===== src/rtl/dpft_ram.sv =====
// generic simple dual-port ram with registered read
module dpft_ram #(
   parameter int WIDTH = 8,
   parameter int DEPTH = 64
) (
   input  logic                     clock,
   input  logic                     we,
   input  logic [$clog2(DEPTH)-1:0] waddr,
   input  logic [WIDTH-1:0]         wdata,
   input  logic [$clog2(DEPTH)-1:0] raddr,
   output logic [WIDTH-1:0]         rdata
);

   logic [WIDTH-1:0] mem_ff [DEPTH];
   logic [WIDTH-1:0] rdata_ff;

   always_ff @(posedge clock) begin
      if (we) begin
         mem_ff[waddr] <= wdata;
      end
      rdata_ff <= mem_ff[raddr];
   end

   assign rdata = rdata_ff;

endmodule


===== config.mk =====
export PLATFORM = sky130hd
export DESIGN_NAME = dpft_ram
export DESIGN_NICKNAME = d
export VERILOG_FILES = /design/src/rtl/dpft_ram.sv
export SDC_FILE = /design/constraint.sdc
export NUM_CORES = 1
export LEC_CHECK = 0
export ABC_AREA = 1
export BUFFER_PORTS_ARGS = -buffer_cell sky130_fd_sc_hd__buf_2
export CORE_MARGIN = 1.5
export CORE_UTILIZATION = 25
export DETAILED_ROUTE_END_ITERATION = 10
export GPL_ROUTABILITY_DRIVEN = 0
export SKIP_LAST_GASP = 1
export SYNTH_ARGS = -nofsm -noshare
export SYNTH_HDL_FRONTEND = slang
export SYNTH_SLANG_ARGS = --single-unit

===== constraint.sdc =====
create_clock -name clock -period 2.4 [get_ports clock]
set_input_delay 0.12 -clock clock [delete_from_list [all_inputs] [get_ports clock]]
set_output_delay 0.12 -clock clock [all_outputs]
set_load 0.02 [all_outputs]

==> summary.txt <==
Synth
  – Top_reg_cell synth: edfxtp_1
  – Mapped Area: 21300 um^2
  – Top-area cell type share of the netlist area: 0.720
  – Most frequent cell after synthesis: nand2_1
  – Synth area leader: edfxtp_1
  – Area contributors post-synth: edfxtp_1 72%, nand2_1 11%, nand3_1 10%
  – Post-synth EDFFs: 512
  – #FFs+latches synth: 520
  – YS warnings: 0
  – Syn Inst Count: 1805
  – Sequential share of the synthesized area: 0.728
  – Syn_nets: 1827
  – Mapped Avg Cell Area: 11.8 um^2
  – Synth unique cells: 16
  – Asr flop ratio synth: 0
  – Commonest cells post-synth: 648 x nand2_1, 512 x edfxtp_1, 439 x nand3_1

Clock tree
  – Htree depth: 2
  – Clk_lat worst skew: 0.61 ns
  – CTS tree: yes
  – Clock transition at the registers of the reported paths: 0.06 ns
  – Clock sink count: 520
  – Root Buffer: clkbuf_16
  – Clk buf depth: 3
  – CTS buffer count: 54

Global routing
  – Remaining Overflow, GRT: 0
  – First-pass GRT wire length: 82600 um
  – GRT Util Overall: 0.125
  – Initial antenna violation count: 4
  – Largest net degree at the start of global routing: 153
  – Number of global-route vias before repair: 13.3k

Final layout
  – FILL cells: 8551
  – Layout Utilization: 0.296
  – Layout area overhead: 16.8%
  – Nets@finish: 1910
  – Share of cells above drive strength 1: 0.110
  – Final Non-Filler Cells: 3066
  – Ant diodes: 0

Placement
  – Placed cells: 2964
  – DPL Wire Length: 32200 um
  – IO buf count: 29
  – Post-place setup slack: 0.380 ns

STA
  – Max-slew violations: 0
  – Fin crit period: 1.42 ns
  – FMAX: 703 MHz
  – Final setup TNS: 0 ns
  – Final hold vios: 0
  – Final WS setup: 0.977 ns
  – Final setup violating endpoints: 0
  – Fin Clk Skew: 0.0169 ns
  – Hold Slack: 0.0460 ns
  – RSZ-0062 raised after global routing: false
  – Final Cycle Share: 0.593
  – Relative slew slack: 0.170
  – Actual slew at the worst max-slew pin: 1.24 ns

Routing
  – Final WL: 54800 um
  – DR vias: 14.0k
  – 1st-iter DRT viols: 1504
  – Drt first pass iters: 5
  – Drt wl/cell: 17.9 um
  – Residual DRC: 0
  – Final ANT Viol Nets: 0
  – Vias per inst: 4.56

Die
  – Starting Density: 0.254
  – Die ar.: 87100 um^2
  – Die height: 295 um
  – Rows: 106
  – # IOs: 30
  – Core area: 84100 um^2
  – Die Width: 295 um

Setup path
  – CP Launch Type: register
  – Crit. End Element: register
  – Worst endpoint required time: 2.89 ns
  – CP Class: register to register
  – Worst EP arrival: 1.91 ns
  – Crit Path Max Fanout: 1

Flow run
  – Max Cap Viol: 0

Pwr
  – Max VDD drop: 499 uV
  – Static leakage: 8.88 nW
  – Power Density: 792 nW/um^2

Min path
  – Worst min path class: input port to register

Run status
  – Status: complete, no violations
where the power goes:
part,switching (mW),total (mW),internal (mW)
Combinational,0.882,1.21,0.329
Sequential,0.0433,10.1,10.1
Clock,3.37,8.43,5.05
kinds of logic (layout without fill, tap and decap cells):
group	count (synthesis)	count (layout)	share of synthesized area
flip-flops	520	520	0.728
AND/OR/NAND/NOR	1160	1160	0.232
buffers and inverters	125	252	0.0402
critical path, stage by stage (launching register included):
cell and delay [ns]:
edfxtp_1 0.35, nand2_1 0.07, nand3_1 0.08, nand3_1 0.12, nand2_1 0.10, nand2_1 0.07
nand3_1 0.24, nand3_1 0.22, nand2_1 0.07
final cells by class:
class                   instances  area [um^2]  area share
well taps                    1134         1420      0.0569
inverters                      12         52.6     0.00211
repair buffers                140         1190      0.0479
flip-flops and latches        520        15500       0.623
clock inverters                29          302      0.0121
clock buffers                  71         1480      0.0593
multi-input cells            1160         4950       0.198
timing repair:
action / 4_1_cts / 5_1_grt
buffers inserted: 0 / 0
hold buffers: 2 / 0
endpoints found under the setup margin: 0 / 0
resized for setup: 0 / 0
endpoints found under the hold margin: 24 / 0
worst paths after layout:
path	startpoint	to	slack, ns	cells past startpoint
worst min-delay path	wdata[5]	mem_ff[0][5]$_DFFE_PP_	0.05	2
worst min register to register	mem_ff[40][3]$_DFFE_PP_	rdata[3]$_DFF_P_	0.80	8
worst max-delay path	mem_ff[29][3]$_DFFE_PP_	rdata[3]$_DFF_P_	0.98	8
worst max register to register	mem_ff[29][3]$_DFFE_PP_	rdata[3]$_DFF_P_	0.98	8
per-layer routing:
metal | track usage | part of all wire | vias to the layer above
met1 | 0.175 | 0.43 | 6823
met5 | 0 | 0.00018 | -
met2 | 0.196 | 0.46 | 572
met4 | 0.0381 | 0.020 | 2
met3 | 0.0221 | 0.086 | 75
li1 | - | - | 6520
cell usage in the layout, fill, tap and decap left out, drive strengths merged:
master,count
nand2,648
edfxtp,512
nand3,439
buf,137
clkbuf,72
nor2,56
clkinv,22
inv,12
nand4,9
nor4,8
dfxtp,8
bufinv,7
dlygate4sd3,2
stage by stage:
stage / total power, mW / instance area [um^2]
after floorplan: 11.0 / 21300
after CTS: 19.9 / 24900
after detailed placement: 11.5 / 23100
after global placement: 11.5 / 23100
after global routing: 20.3 / 24900
final: 19.7 / 24900
state kept, by name (all words and copies together), names as in the netlist:
signal and count:
mem_ff 512, rdata 8
No activity file was read; power rests on OpenSTA's default activity.
